File: config.mk
export PLATFORM = sky130hd
export DESIGN_NAME = decimal_integer_parser_top_flat
export DESIGN_NICKNAME = d
export VERILOG_FILES = /design/src/rtl/dip_pkg.sv /design/src/rtl/dip_in_if.sv /design/src/rtl/dip_out_if.sv /design/src/rtl/decimal_integer_parser_top.sv /design/src/flat_wrapper.sv
export SDC_FILE = /design/constraint.sdc
export NUM_CORES = 1
export LEC_CHECK = 0
export BUFFER_PORTS_ARGS = -buffer_cell sky130_fd_sc_hd__buf_2
export CORE_ASPECT_RATIO = 1.25
export CORE_MARGIN = 2
export CORE_UTILIZATION = 25
export DETAILED_ROUTE_END_ITERATION = 16
export PLACE_DENSITY = 0.41
export RECOVER_POWER = 50
export SETUP_SLACK_MARGIN = 0.4
export SKIP_LAST_GASP = 1
export SYNTH_ARGS = -nofsm -noshare
export SYNTH_HDL_FRONTEND = slang
export SYNTH_SLANG_ARGS = --single-unit
File: constraint.sdc
create_clock -name clk_i -period 23.7 [get_ports clk_i]
set_input_delay 4.74 -clock clk_i [delete_from_list [all_inputs] [get_ports clk_i]]
set_output_delay 4.74 -clock clk_i [all_outputs]
set_load 0.1 [all_outputs]
File: src/rtl/dip_pkg.sv
// ----------------------------------------------------------------------------
// dip_pkg: shared types and constants of the decimal integer parser
// Target formats, word payloads and the range limits used by the checks.
// ----------------------------------------------------------------------------
package dip_pkg;

  // target type selected by the format register
  typedef enum logic [1:0] {
    FMT_I64 = 2'd0,
    FMT_I32 = 2'd1,
    FMT_U64 = 2'd2,
    FMT_U32 = 2'd3
  } fmt_e;

  // range limits
  localparam logic [63:0] SignedCeil = 64'h8000_0000_0000_0000;
  localparam logic [63:0] I64Top     = 64'h7FFF_FFFF_FFFF_FFFF;
  localparam logic [63:0] I32NegCeil = 64'h0000_0000_8000_0000;
  localparam logic [63:0] I32Top     = 64'h0000_0000_7FFF_FFFF;
  localparam logic [63:0] U32Top     = 64'h0000_0000_FFFF_FFFF;
  localparam logic [63:0] U64Top     = 64'hFFFF_FFFF_FFFF_FFFF;

  // digit count limit in the signed formats, counter saturates one above
  localparam int unsigned MaxSignedDigits = 20;
  localparam int unsigned DigitCntW       = 5;

  // character codes
  localparam logic [7:0] ChPlus  = 8'h2B;
  localparam logic [7:0] ChMinus = 8'h2D;
  localparam logic [7:0] ChZero  = 8'h30;
  localparam logic [7:0] ChNine  = 8'h39;

  // input word: one character
  typedef struct packed {
    logic [7:0] char_byte;
    logic       last_char;
    logic       empty_string;
  } in_word_t;

  // output word: one parse result
  typedef struct packed {
    logic        ok;
    logic [63:0] value;
  } out_word_t;

endpackage

File: src/rtl/dip_in_if.sv
// ----------------------------------------------------------------------------
// dip_in_if: character channel
// Valid/ready channel that carries one character word.
// ----------------------------------------------------------------------------
interface dip_in_if;
  logic             valid;
  logic             ready;
  dip_pkg::in_word_t data;

  modport source (output valid, output data, input ready);
  modport sink (input valid, input data, output ready);
endinterface

File: src/rtl/dip_out_if.sv
// ----------------------------------------------------------------------------
// dip_out_if: result channel
// Valid/ready channel that carries one parse result word.
// ----------------------------------------------------------------------------
interface dip_out_if;
  logic              valid;
  logic              ready;
  dip_pkg::out_word_t data;

  modport source (output valid, output data, input ready);
  modport sink (input valid, input data, output ready);
endinterface

File: src/rtl/decimal_integer_parser_top.sv
// ----------------------------------------------------------------------------
// decimal_integer_parser_top: streaming decimal string to integer parser
// Takes a character per cycle unless a held result stalls; ok+value per string.
// ----------------------------------------------------------------------------
// The parser takes one character word per clock cycle, back to back, and gives
// one result word in the cycle after the last character (or an empty-string
// word) is taken. The rate is set by the running magnitude loop: each
// character does one multiply by ten, one add of the digit and one compare
// against the signed or unsigned limit as one combinational step. The result
// sits in an output register; a new character is taken while that register
// is empty or its word is taken in the same cycle. The format register may
// be written only while no string is in progress and no result is pending.
module decimal_integer_parser_top (
  input  logic       clk_i,
  input  logic       rst_ni,
  input  logic       cfg_we_i,
  input  logic [1:0] cfg_wdata_i,
  dip_in_if.sink     in_i,
  dip_out_if.source  out_o
);

  // format register
  logic [1:0] number_format_q;

  always_ff @(posedge clk_i or negedge rst_ni) begin
    if (!rst_ni) begin
      number_format_q <= 2'(dip_pkg::FMT_I64);
    end else if (cfg_we_i) begin
      number_format_q <= cfg_wdata_i;
    end
  end

  // parse state
  logic [63:0]                     magnitude_q, magnitude_d;
  logic                            negative_q, negative_d;
  logic                            at_start_q, at_start_d;
  logic                            has_digit_q, has_digit_d;
  logic                            failed_q, failed_d;
  logic [dip_pkg::DigitCntW-1:0]   digits_q, digits_d;

  // output register
  logic               out_valid_q, out_valid_d;
  dip_pkg::out_word_t out_word_q, out_word_d;

  logic in_acc;
  logic ends_string;

  assign in_i.ready  = !out_valid_q || out_o.ready;
  assign in_acc      = in_i.valid && in_i.ready;
  assign ends_string = in_i.data.last_char || in_i.data.empty_string;

  // character step and end-of-string check
  always_comb begin
    dip_pkg::fmt_e fmt;
    logic          signed_mode;
    logic [7:0]    ch;
    logic          is_digit;
    logic [3:0]    digit;
    logic [67:0]   cand;
    logic [63:0]   limit;
    logic          ok;
    logic [63:0]   val;

    fmt         = dip_pkg::fmt_e'(number_format_q);
    signed_mode = (fmt == dip_pkg::FMT_I64) || (fmt == dip_pkg::FMT_I32);
    ch          = in_i.data.char_byte;
    is_digit    = (ch >= dip_pkg::ChZero) && (ch <= dip_pkg::ChNine);
    digit       = 4'(ch - dip_pkg::ChZero);
    // magnitude * 10 + digit, exact in 68 bits
    cand        = {1'b0, magnitude_q, 3'b000} + {3'b000, magnitude_q, 1'b0}
                  + {64'd0, digit};
    limit       = signed_mode ? dip_pkg::SignedCeil : dip_pkg::U64Top;

    magnitude_d = magnitude_q;
    negative_d  = negative_q;
    at_start_d  = at_start_q;
    has_digit_d = has_digit_q;
    failed_d    = failed_q;
    digits_d    = digits_q;
    out_valid_d = out_valid_q && !out_o.ready;
    out_word_d  = out_word_q;
    ok          = 1'b0;
    val         = '0;

    if (in_acc) begin
      if (in_i.data.empty_string) begin
        out_valid_d      = 1'b1;
        out_word_d.ok    = 1'b0;
        out_word_d.value = '0;
      end else begin
        // one character
        if (!failed_q) begin
          if (at_start_q && (ch == dip_pkg::ChPlus ||
                             (ch == dip_pkg::ChMinus && signed_mode))) begin
            negative_d = (ch == dip_pkg::ChMinus);
          end else if (is_digit) begin
            if (cand > {4'd0, limit}) begin
              failed_d = 1'b1;
            end else begin
              magnitude_d = cand[63:0];
              has_digit_d = 1'b1;
              if (digits_q < dip_pkg::DigitCntW'(dip_pkg::MaxSignedDigits + 1)) begin
                digits_d = digits_q + 1'b1;
              end
              if (signed_mode &&
                  digits_d > dip_pkg::DigitCntW'(dip_pkg::MaxSignedDigits)) begin
                failed_d = 1'b1;
              end
            end
          end else begin
            failed_d = 1'b1;
          end
        end
        at_start_d = 1'b0;

        // range check at the end of the string
        ok  = !failed_d && has_digit_d;
        val = magnitude_d;
        case (fmt)
          dip_pkg::FMT_I64: begin
            if (negative_d) begin
              ok  = ok && (magnitude_d <= dip_pkg::SignedCeil);
              val = 64'd0 - magnitude_d;
            end else begin
              ok  = ok && (magnitude_d <= dip_pkg::I64Top);
            end
          end
          dip_pkg::FMT_I32: begin
            if (negative_d) begin
              ok  = ok && (magnitude_d <= dip_pkg::I32NegCeil);
              val = 64'd0 - magnitude_d;
            end else begin
              ok  = ok && (magnitude_d <= dip_pkg::I32Top);
            end
          end
          dip_pkg::FMT_U64: begin
            ok = ok && !negative_d;
          end
          default: begin
            ok = ok && !negative_d && (magnitude_d <= dip_pkg::U32Top);
          end
        endcase
        if (in_i.data.last_char) begin
          out_valid_d      = 1'b1;
          out_word_d.ok    = ok;
          out_word_d.value = ok ? val : 64'd0;
        end
      end

      // string done: back to the start state
      if (ends_string) begin
        magnitude_d = '0;
        negative_d  = 1'b0;
        at_start_d  = 1'b1;
        has_digit_d = 1'b0;
        failed_d    = 1'b0;
        digits_d    = '0;
      end
    end
  end

  // state and valid registers
  always_ff @(posedge clk_i or negedge rst_ni) begin
    if (!rst_ni) begin
      magnitude_q <= '0;
      negative_q  <= 1'b0;
      at_start_q  <= 1'b1;
      has_digit_q <= 1'b0;
      failed_q    <= 1'b0;
      digits_q    <= '0;
      out_valid_q <= 1'b0;
    end else begin
      magnitude_q <= magnitude_d;
      negative_q  <= negative_d;
      at_start_q  <= at_start_d;
      has_digit_q <= has_digit_d;
      failed_q    <= failed_d;
      digits_q    <= digits_d;
      out_valid_q <= out_valid_d;
    end
  end

  // result payload
  always_ff @(posedge clk_i) begin
    out_word_q <= out_word_d;
  end

  assign out_o.valid = out_valid_q;
  assign out_o.data  = out_word_q;

  // a failed result never carries a value
  assert property (@(posedge clk_i) disable iff (!rst_ni)
    out_valid_q && !out_word_q.ok |-> out_word_q.value == 64'd0)
    else $error("failed result with nonzero value");

  // the end of a string returns the state to its start
  assert property (@(posedge clk_i) disable iff (!rst_ni)
    in_acc && ends_string |=> at_start_q && !failed_q && !has_digit_q
      && magnitude_q == 64'd0 && out_valid_q)
    else $error("state not cleared after end of string");

  // a character that does not end a string gives no new result
  assert property (@(posedge clk_i) disable iff (!rst_ni)
    in_acc && !ends_string |=> !out_valid_q)
    else $error("result raised without end of string");

  // digit counter saturates one above the signed limit
  assert property (@(posedge clk_i) disable iff (!rst_ni)
    digits_q <= dip_pkg::DigitCntW'(dip_pkg::MaxSignedDigits + 1))
    else $error("digit counter out of range");

endmodule
File: src/flat_wrapper.sv
// flat-port wrapper written by rule: the top's interface ports become plain ports
module decimal_integer_parser_top_flat 
  (clk_i, rst_ni, cfg_we_i, cfg_wdata_i, in_i_valid, in_i_data, in_i_ready, out_o_valid, out_o_data, out_o_ready);
  dip_in_if in_i_i ();
  dip_out_if out_o_i ();
  input  logic clk_i;
  input  logic rst_ni;
  input  logic cfg_we_i;
  input  logic [1:0] cfg_wdata_i;
  input wire logic [$bits(in_i_i.valid)-1:0] in_i_valid;
  input wire logic [$bits(in_i_i.data)-1:0] in_i_data;
  output wire logic [$bits(in_i_i.ready)-1:0] in_i_ready;
  output wire logic [$bits(out_o_i.valid)-1:0] out_o_valid;
  output wire logic [$bits(out_o_i.data)-1:0] out_o_data;
  input wire logic [$bits(out_o_i.ready)-1:0] out_o_ready;
  assign in_i_i.valid = in_i_valid;
  assign in_i_i.data = in_i_data;
  assign in_i_ready = in_i_i.ready;
  assign out_o_valid = out_o_i.valid;
  assign out_o_data = out_o_i.data;
  assign out_o_i.ready = out_o_ready;
  decimal_integer_parser_top u_core (.clk_i(clk_i), .rst_ni(rst_ni), .cfg_we_i(cfg_we_i), .cfg_wdata_i(cfg_wdata_i), .in_i(in_i_i), .out_o(out_o_i));
endmodule
==> run summary, run 1 <==
Status: finished with violations
Failing checks: capacitance limit, slew limit
Min-delay worst type: reg -> reg
DP HPWL: 57.2 mm
Sequential fraction of the synthesis area: 0.229
Finish-stage setup viols: 0
Ys async rst share: 0.539
Crit path time final: 14.98 ns
Core Region: 66800 sq um
Cell Area, Synth: 16800 sq um
Max-slew headroom: -1.48
Syn nets: 2284
DR vias/cell: 5.70
Row Count: 106
Number of global-route vias before repair: 16600
DRC Markers: 0
Die height: 294 um
Power per cell area: 34.4 nW/um^2
EDFF count, synth: 65
Worst Tran Pin Value: 3.72 ns
Clock skew: 0.0109 ns
Cell count after synthesis: 2072
NumNets Final: 2333
H-tree depth: 4
Worst-path maximum fanout: 65
Input/output buffers: 83
Clock transition at path regs: 0.06 ns
RSZ-0062 raised after global routing: false
Mapped Avg Cell Area: 8.13 sq um
Most common cell after layout, fill and taps aside: nor2_1
Clock Tree Buf Depth: 2
Crit path top cell by count: buf_4
CTS tree: built
Skew-Pair Late Insertion Delay: 0.46 ns
Routed wire length: 72.4 mm
DR WL/cell: 24.2 um
Die area: 69500 sq um
Fin. Hold Viols: 0
Postcts setup bufs: 0
Max-Cap Viols: 3
Antenna-violating nets left: 0
Global Route Usage Sum: 0.205
CP endpoint kind: flop
Layout cell share with drive strength beyond 1: 0.0862
Worst path bufs/invs: 5
Worst setup SP type: input pin
Data required, critical path: 23.98 ns
Antenna diode count: 0
# IOs: 84
Root Buffer: clkbuf_16
Setup TNS Final: 0 ns
Synth cell types: 104
Critical-path top delay cell: a2111oi_0
Largest net degree at the start of global routing: 70
Finished Core Util: 0.281
Critical path class: in -> reg
CTS Sinks: 141
Iter 0 DRT Violations: 1423
Die width: 236 um
Detailed Routing Iterations Pass 1: 5
Initial Utilization: 0.252
Final Max Tran Viols: 155
Yosys Warn Count: 0
Global placer's final weighted congestion: 0.930
Via count: 17100
Data arrival, critical path: 15.26 ns
Commonest cells after routing, fill and taps aside: nor2_1 (215), ha_1 (193), nand2_1 (191)
Total grt overflow: 0
VDD IR max: 49.9 uV
Main synth FF type: dfrtp_1
TritonCTS Buffers: 17
CP delay by family, top: compound AO/OA/AOI/OAI gates
First-pass GRT wire length: 108 mm
Layout overhead on the synthesized area: 11.6%
CP max stage delay: 1.12 ns
Initial antenna violation count: 0
#FFs+latches synth: 141
LEAKAGE: 7.50 nW
Final Cycle Share: 0.632
FMAX: 66.7 MHz
CTS Hold Bufs: 0
Cts repair resizes: 0
==> logic make-up (layout without fill, tap and decap cells) <==
family | Yosys count | in the layout | share of synthesized area
and+or+nand+nor | 832 | 832 | 0.256
AOI/OAI and AO/OA | 573 | 573 | 0.226
adders and majority gates | 195 | 195 | 0.146
buffers and inverters | 143 | 205 | 0.0380
DFF | 141 | 141 | 0.229
xor gates and xnor gates | 99 | 99 | 0.0519
muxes | 89 | 89 | 0.0539
==> where the power goes <==
group | leakage [nW] | switching (W) | total, W | internal, W
clock | 0.286 | 0.000122 | 0.000282 | 0.000161
combinational | 5.52 | 0.0000816 | 0.0000981 | 0.0000165
sequential | 1.69 | 0.00000294 | 0.000267 | 0.000264
total | 7.50 | 0.000206 | 0.000647 | 0.000441
==> worst register-to-register path: cells and delay by family (launching register included) <==
kind                     cells  cell delay (ns)
AO/OA/AOI/OAI               10             3.10
XOR/XNOR                     1             0.54
adder cells (fa/ha/maj)      4             1.39
buffers and inverters        3             0.87
flip-flops                   1             0.63
multiplexers                 1             0.39
AND/OR/NAND/NOR             12             4.16
==> area by class of cell <==
cell class / count / area [sq um]
Clock inverter: 13 / 138
Tap cell: 864 / 1080
Fill cell: 7260 / 48000
Inverter: 38 / 143
Clock buffer: 19 / 453
Multi-Input combinational cell: 1788 / 12400
Sequential cell: 141 / 3850
Timing Repair Buffer: 135 / 711
==> cells in the mapped netlist (37+ instances only) <==
library cell  number  area share
nor4_1            37       0.014
nand3_1           41       0.012
mux2i_1           75       0.045
inv_1             37      0.0082
nand2_1          191       0.043
xor2_1            51       0.027
nand4_1           74       0.027
a22o_1            39       0.020
dfrtp_1           75        0.11
ha_1             193        0.14
edfxtp_1          65        0.12
xnor2_1           47       0.024
a21oi_1          155       0.046
o21ai_0          133       0.040
nor3_1            87       0.026
nor2_1           219       0.049
clkbuf_1          56       0.012
==> registers in the layout, summed over array words and instances (netlist names) <==
name,cells
u_core.out_o.valid,1
u_core.number_format_q,2
u_core.negative_q,1
u_core.digits_q,5
u_core.failed_q,1
u_core.has_digit_q,1
u_core.magnitude_q,64
u_core.out_o.data,65
u_core.at_start_q,1
==> per-stage QoR <==
| stage | instance area (sq um) | std cells | setup WS, ns | total power [W] | hold slack, ns |
|---|---|---|---|---|---|
| 2_1_floorplan | 16800 | 2072 | 10.94 | 0.000345 | 0.450 |
| 3_3_place_gp | 18300 | 2966 | 8.73 | 0.000370 | 0.484 |
| 3_5_place_dp | 18300 | 2966 | 8.40 | 0.000371 | 0.504 |
| 4_1_cts | 18900 | 2998 | 8.87 | 0.000655 | 0.520 |
| 5_1_grt | 18800 | 2998 | 7.97 | 0.000666 | 0.557 |
| 6_report | 18800 | 2998 | 8.72 | 0.000647 | 0.512 |
==> metal layers <==
metal | GRT usage | wire, um | share of wire | vias to the layer above
li1 | - | - | - | 7995
met3 | 0.0152 | 2800 | 0.039 | 109
met2 | 0.355 | 35100 | 0.48 | 569
met4 | 0.0965 | 3290 | 0.045 | 0
met5 | 0 | 0 | 0 | -
met1 | 0.257 | 31200 | 0.43 | 8410
==> path summary, 6_finish.rpt <==
path,start,endpoint,slack [ns],depth (start not counted)
max,in_i_data[5],u_core.out_o.data[3],8.72,33
min,u_core.has_digit_q,u_core.has_digit_q,0.51,2
max reg2reg,u_core.magnitude_q[48],u_core.out_o.data[3],12.44,31
min reg2reg,u_core.has_digit_q,u_core.has_digit_q,0.51,2
max in group asynchronous,rst_ni,u_core.magnitude_q[52],14.97,2
min in group asynchronous,rst_ni,u_core.magnitude_q[6],4.60,1
Note: power is estimated with default switching activity, not from simulation.
==> run 2, diff against run 1 <==
- PLACE_DENSITY: 0.41 -> 0.43
- clock period: 23.7 -> 12.6 ns (I/O delays scaled with it)
==> run summary, run 2 (synthesized netlist as in run 1, its figures left out) <==
Critical path class: in -> reg (unchanged)
Setup Slack @ Placement: -0.0299 ns (was 8.40 ns)
Critical-path top delay cell: or4b_2 (was a2111oi_0)
CTS tree: built (unchanged)
LEAKAGE: 7.55 nW (was 7.50 nW)
Crit path top cell by count: buf_4 (unchanged)
Layout overhead on the synthesized area: 12.0% (was 11.6%)
Worst Tran Pin Value: 3.68 ns (was 3.72 ns)
DR top layer: met4 (unchanged)
Initial Utilization: 0.252 (unchanged)
WL met2: 35.5 mm (was 35.1 mm)
Global placer's final weighted congestion: 0.944 (was 0.930)
Max-slew headroom: -1.46 (was -1.48)
# IOs: 84 (unchanged)
DP HPWL: 57.6 mm (was 57.2 mm)
Wire length on met3: 2.72 mm (was 2.80 mm)
RSZ-0062 raised after global routing: false (unchanged)
Data arrival, critical path: 11.85 ns (was 15.26 ns)
Fin worst setup slack: 1.05 ns (was 8.72 ns)
Logic gate share of total power: 0.154 (was 0.152)
Data required, critical path: 12.90 ns (was 23.98 ns)
Sequential Area: 3850 sq um (unchanged)
Internal power: 0.000823 W (was 0.000441 W)
Global Route Usage Sum: 0.207 (was 0.205)
H-tree depth: 4 (unchanged)
Multi-input gate area: 12400 sq um (about the same)
Antenna-violating nets left: 0 (unchanged)
Root Buffer: clkbuf_16 (unchanged)
Inst Count DP: 2976 (was 2966)
CP endpoint kind: flop (unchanged)
WHS: 0.487 ns (was 0.512 ns)
Power Total: 0.00121 W (was 0.000647 W)
DR WL/cell: 24.2 um (about the same)
Core Region: 66800 sq um (unchanged)
Seq pwr share: 0.415 (was 0.413)
Sw power: 0.000383 W (was 0.000206 W)
Final Cycle Share: 0.917
Number of global-route vias before repair: 17000 (was 16600)
Routed wire length: 72.8 mm (was 72.4 mm)
CTS Hold Bufs: 0 (unchanged)
Die width: 236 um (unchanged)
DRC Markers: 0 (unchanged)
Detailed Routing Iterations Pass 1: 6 (was 5)
Clock Tree Buf Depth: 2 (unchanged)
Via count: 17100 (about the same)
Iter 0 DRT Violations: 1195 (was 1423)
First-pass GRT wire length: 109 mm (was 108 mm)
Status: finished with violations (unchanged)
Largest register FFs: 65 (unchanged)
FMAX: 86.6 MHz
Clock transition at path regs: 0.06 ns (about the same)
Worst-path maximum fanout: 30 (was 65)
Final Max Tran Viols: 120 (was 155)
Total grt overflow: 0 (unchanged)
Largest net degree at the start of global routing: 63 (was 70)
Die area: 69500 sq um (unchanged)
VDD IR max: 101 uV (was 49.9 uV)
TritonCTS Buffers: 17 (unchanged)
Crit path time final: 11.55 ns
DR vias/cell: 5.68 (was 5.70)
Power per cell area: 63.9 nW/um^2 (was 34.4 nW/um^2)
CTS Sinks: 141 (unchanged)
# fillers: 7198 (was 7260)
Initial antenna violation count: 0 (unchanged)
Die height: 294 um (unchanged)
Min-delay worst type: reg -> reg (unchanged)
Worst reg2reg setup slack: 2.23 ns (was 12.44 ns)
Failing checks: capacitance limit, slew limit (unchanged)
Max-Cap Viols: 3 (unchanged)
NumNets Final: 2343 (was 2333)
Skew-Pair Late Insertion Delay: 0.46 ns (about the same)
Most common cell after layout, fill and taps aside: nor2_1 (unchanged)
Finish-stage setup viols: 0 (unchanged)
Commonest cells after routing, fill and taps aside: nor2_1 (216), ha_1 (193), nand2_1 (191) (was nor2_1 (215), ha_1 (193), nand2_1 (191))
Worst setup SP type: input pin (unchanged)
Sw Share: 0.318 (about the same)
CP max stage delay: 0.62 ns (was 1.12 ns)
Non-filler cells, final: 3010 (was 2998)
M1 WL: 30.9 mm (was 31.2 mm)
Clock share of power: 0.431 (was 0.436)
Clock skew: 0.0130 ns (was 0.0109 ns)
Input/output buffers: 83 (unchanged)
Fin. Hold Viols: 0 (unchanged)
Layout cell share with drive strength beyond 1: 0.0905 (was 0.0862)
Row Count: 106 (unchanged)
[run 2: cell types whose count changed in the layout (fill, tap and decap cells not counted), moves of 2 or more]
cell	change
buf_4	+11
clkbuf_1	+3
a2111oi_0	-2
diode_2	+2
[run 2: per-stage QoR]
stage	util	TNS [ns]	area (sq um)
after global routing	0.282	0	18900
final	0.282	0	18900
after detailed placement	0.275	-0.214	18400
after global placement	0.275	0	18400
after CTS	0.283	0	18900
after floorplan	-	0	16800
[run 2: worst max-delay path: cells and delay by family]
kind            cells  cell delay (ns)
fa+ha+maj           4             1.62
compound gates     14             4.21
buf+inv             5             0.91
simple gates       10             2.53
[run 2: power by group through the flow]
stage                logic, W  registers, W  clock network [W]
finish               0.000186      0.000501           0.000520
floorplan           0.0000609      0.000588                  0
global placement     0.000188      0.000510                  0
global route         0.000197      0.000502           0.000545
CTS                  0.000191      0.000501           0.000531
detailed placement   0.000190      0.000510                  0
[run 2: repair_timing]
item / in CTS / in global routing
resized for setup: 0 / 6
buffers inserted: 0 / 0
setup endpoints to repair: 0 / 65
[run 2: layout make-up]
class                      count  share of cell area
multi-input combinational   1788               0.659
sequential                   141               0.204
tap                          864              0.0573
timing repair buffer         145              0.0418
clock buffer                  21              0.0239
inverter                      38             0.00756
clock inverter                11             0.00636
antenna                        2            0.000265
[run 2: final timing paths]
| path | from | to | cells past startpoint |
|---|---|---|---|
| worst max register to register | u_core.magnitude_q[48] | u_core.out_o.data[47] | 31 |
| max in group asynchronous | rst_ni | u_core.magnitude_q[58] | 2 |
| worst min register to register | u_core.negative_q | u_core.negative_q | 2 |
| min in group asynchronous | rst_ni | u_core.magnitude_q[3] | 1 |
| worst min-delay path | u_core.negative_q | u_core.negative_q | 2 |
| worst max-delay path | in_i_data[5] | u_core.out_o.data[47] | 33 |
[run 2: layer usage]
| metal | GRT usage | vias up |
|---|---|---|
| met5 | 0 | - |
| li1 | - | 8028 |
| met4 | 0.110 | 0 |
| met1 | 0.254 | 8374 |
| met2 | 0.364 | 555 |
| met3 | 0.0157 | 128 |
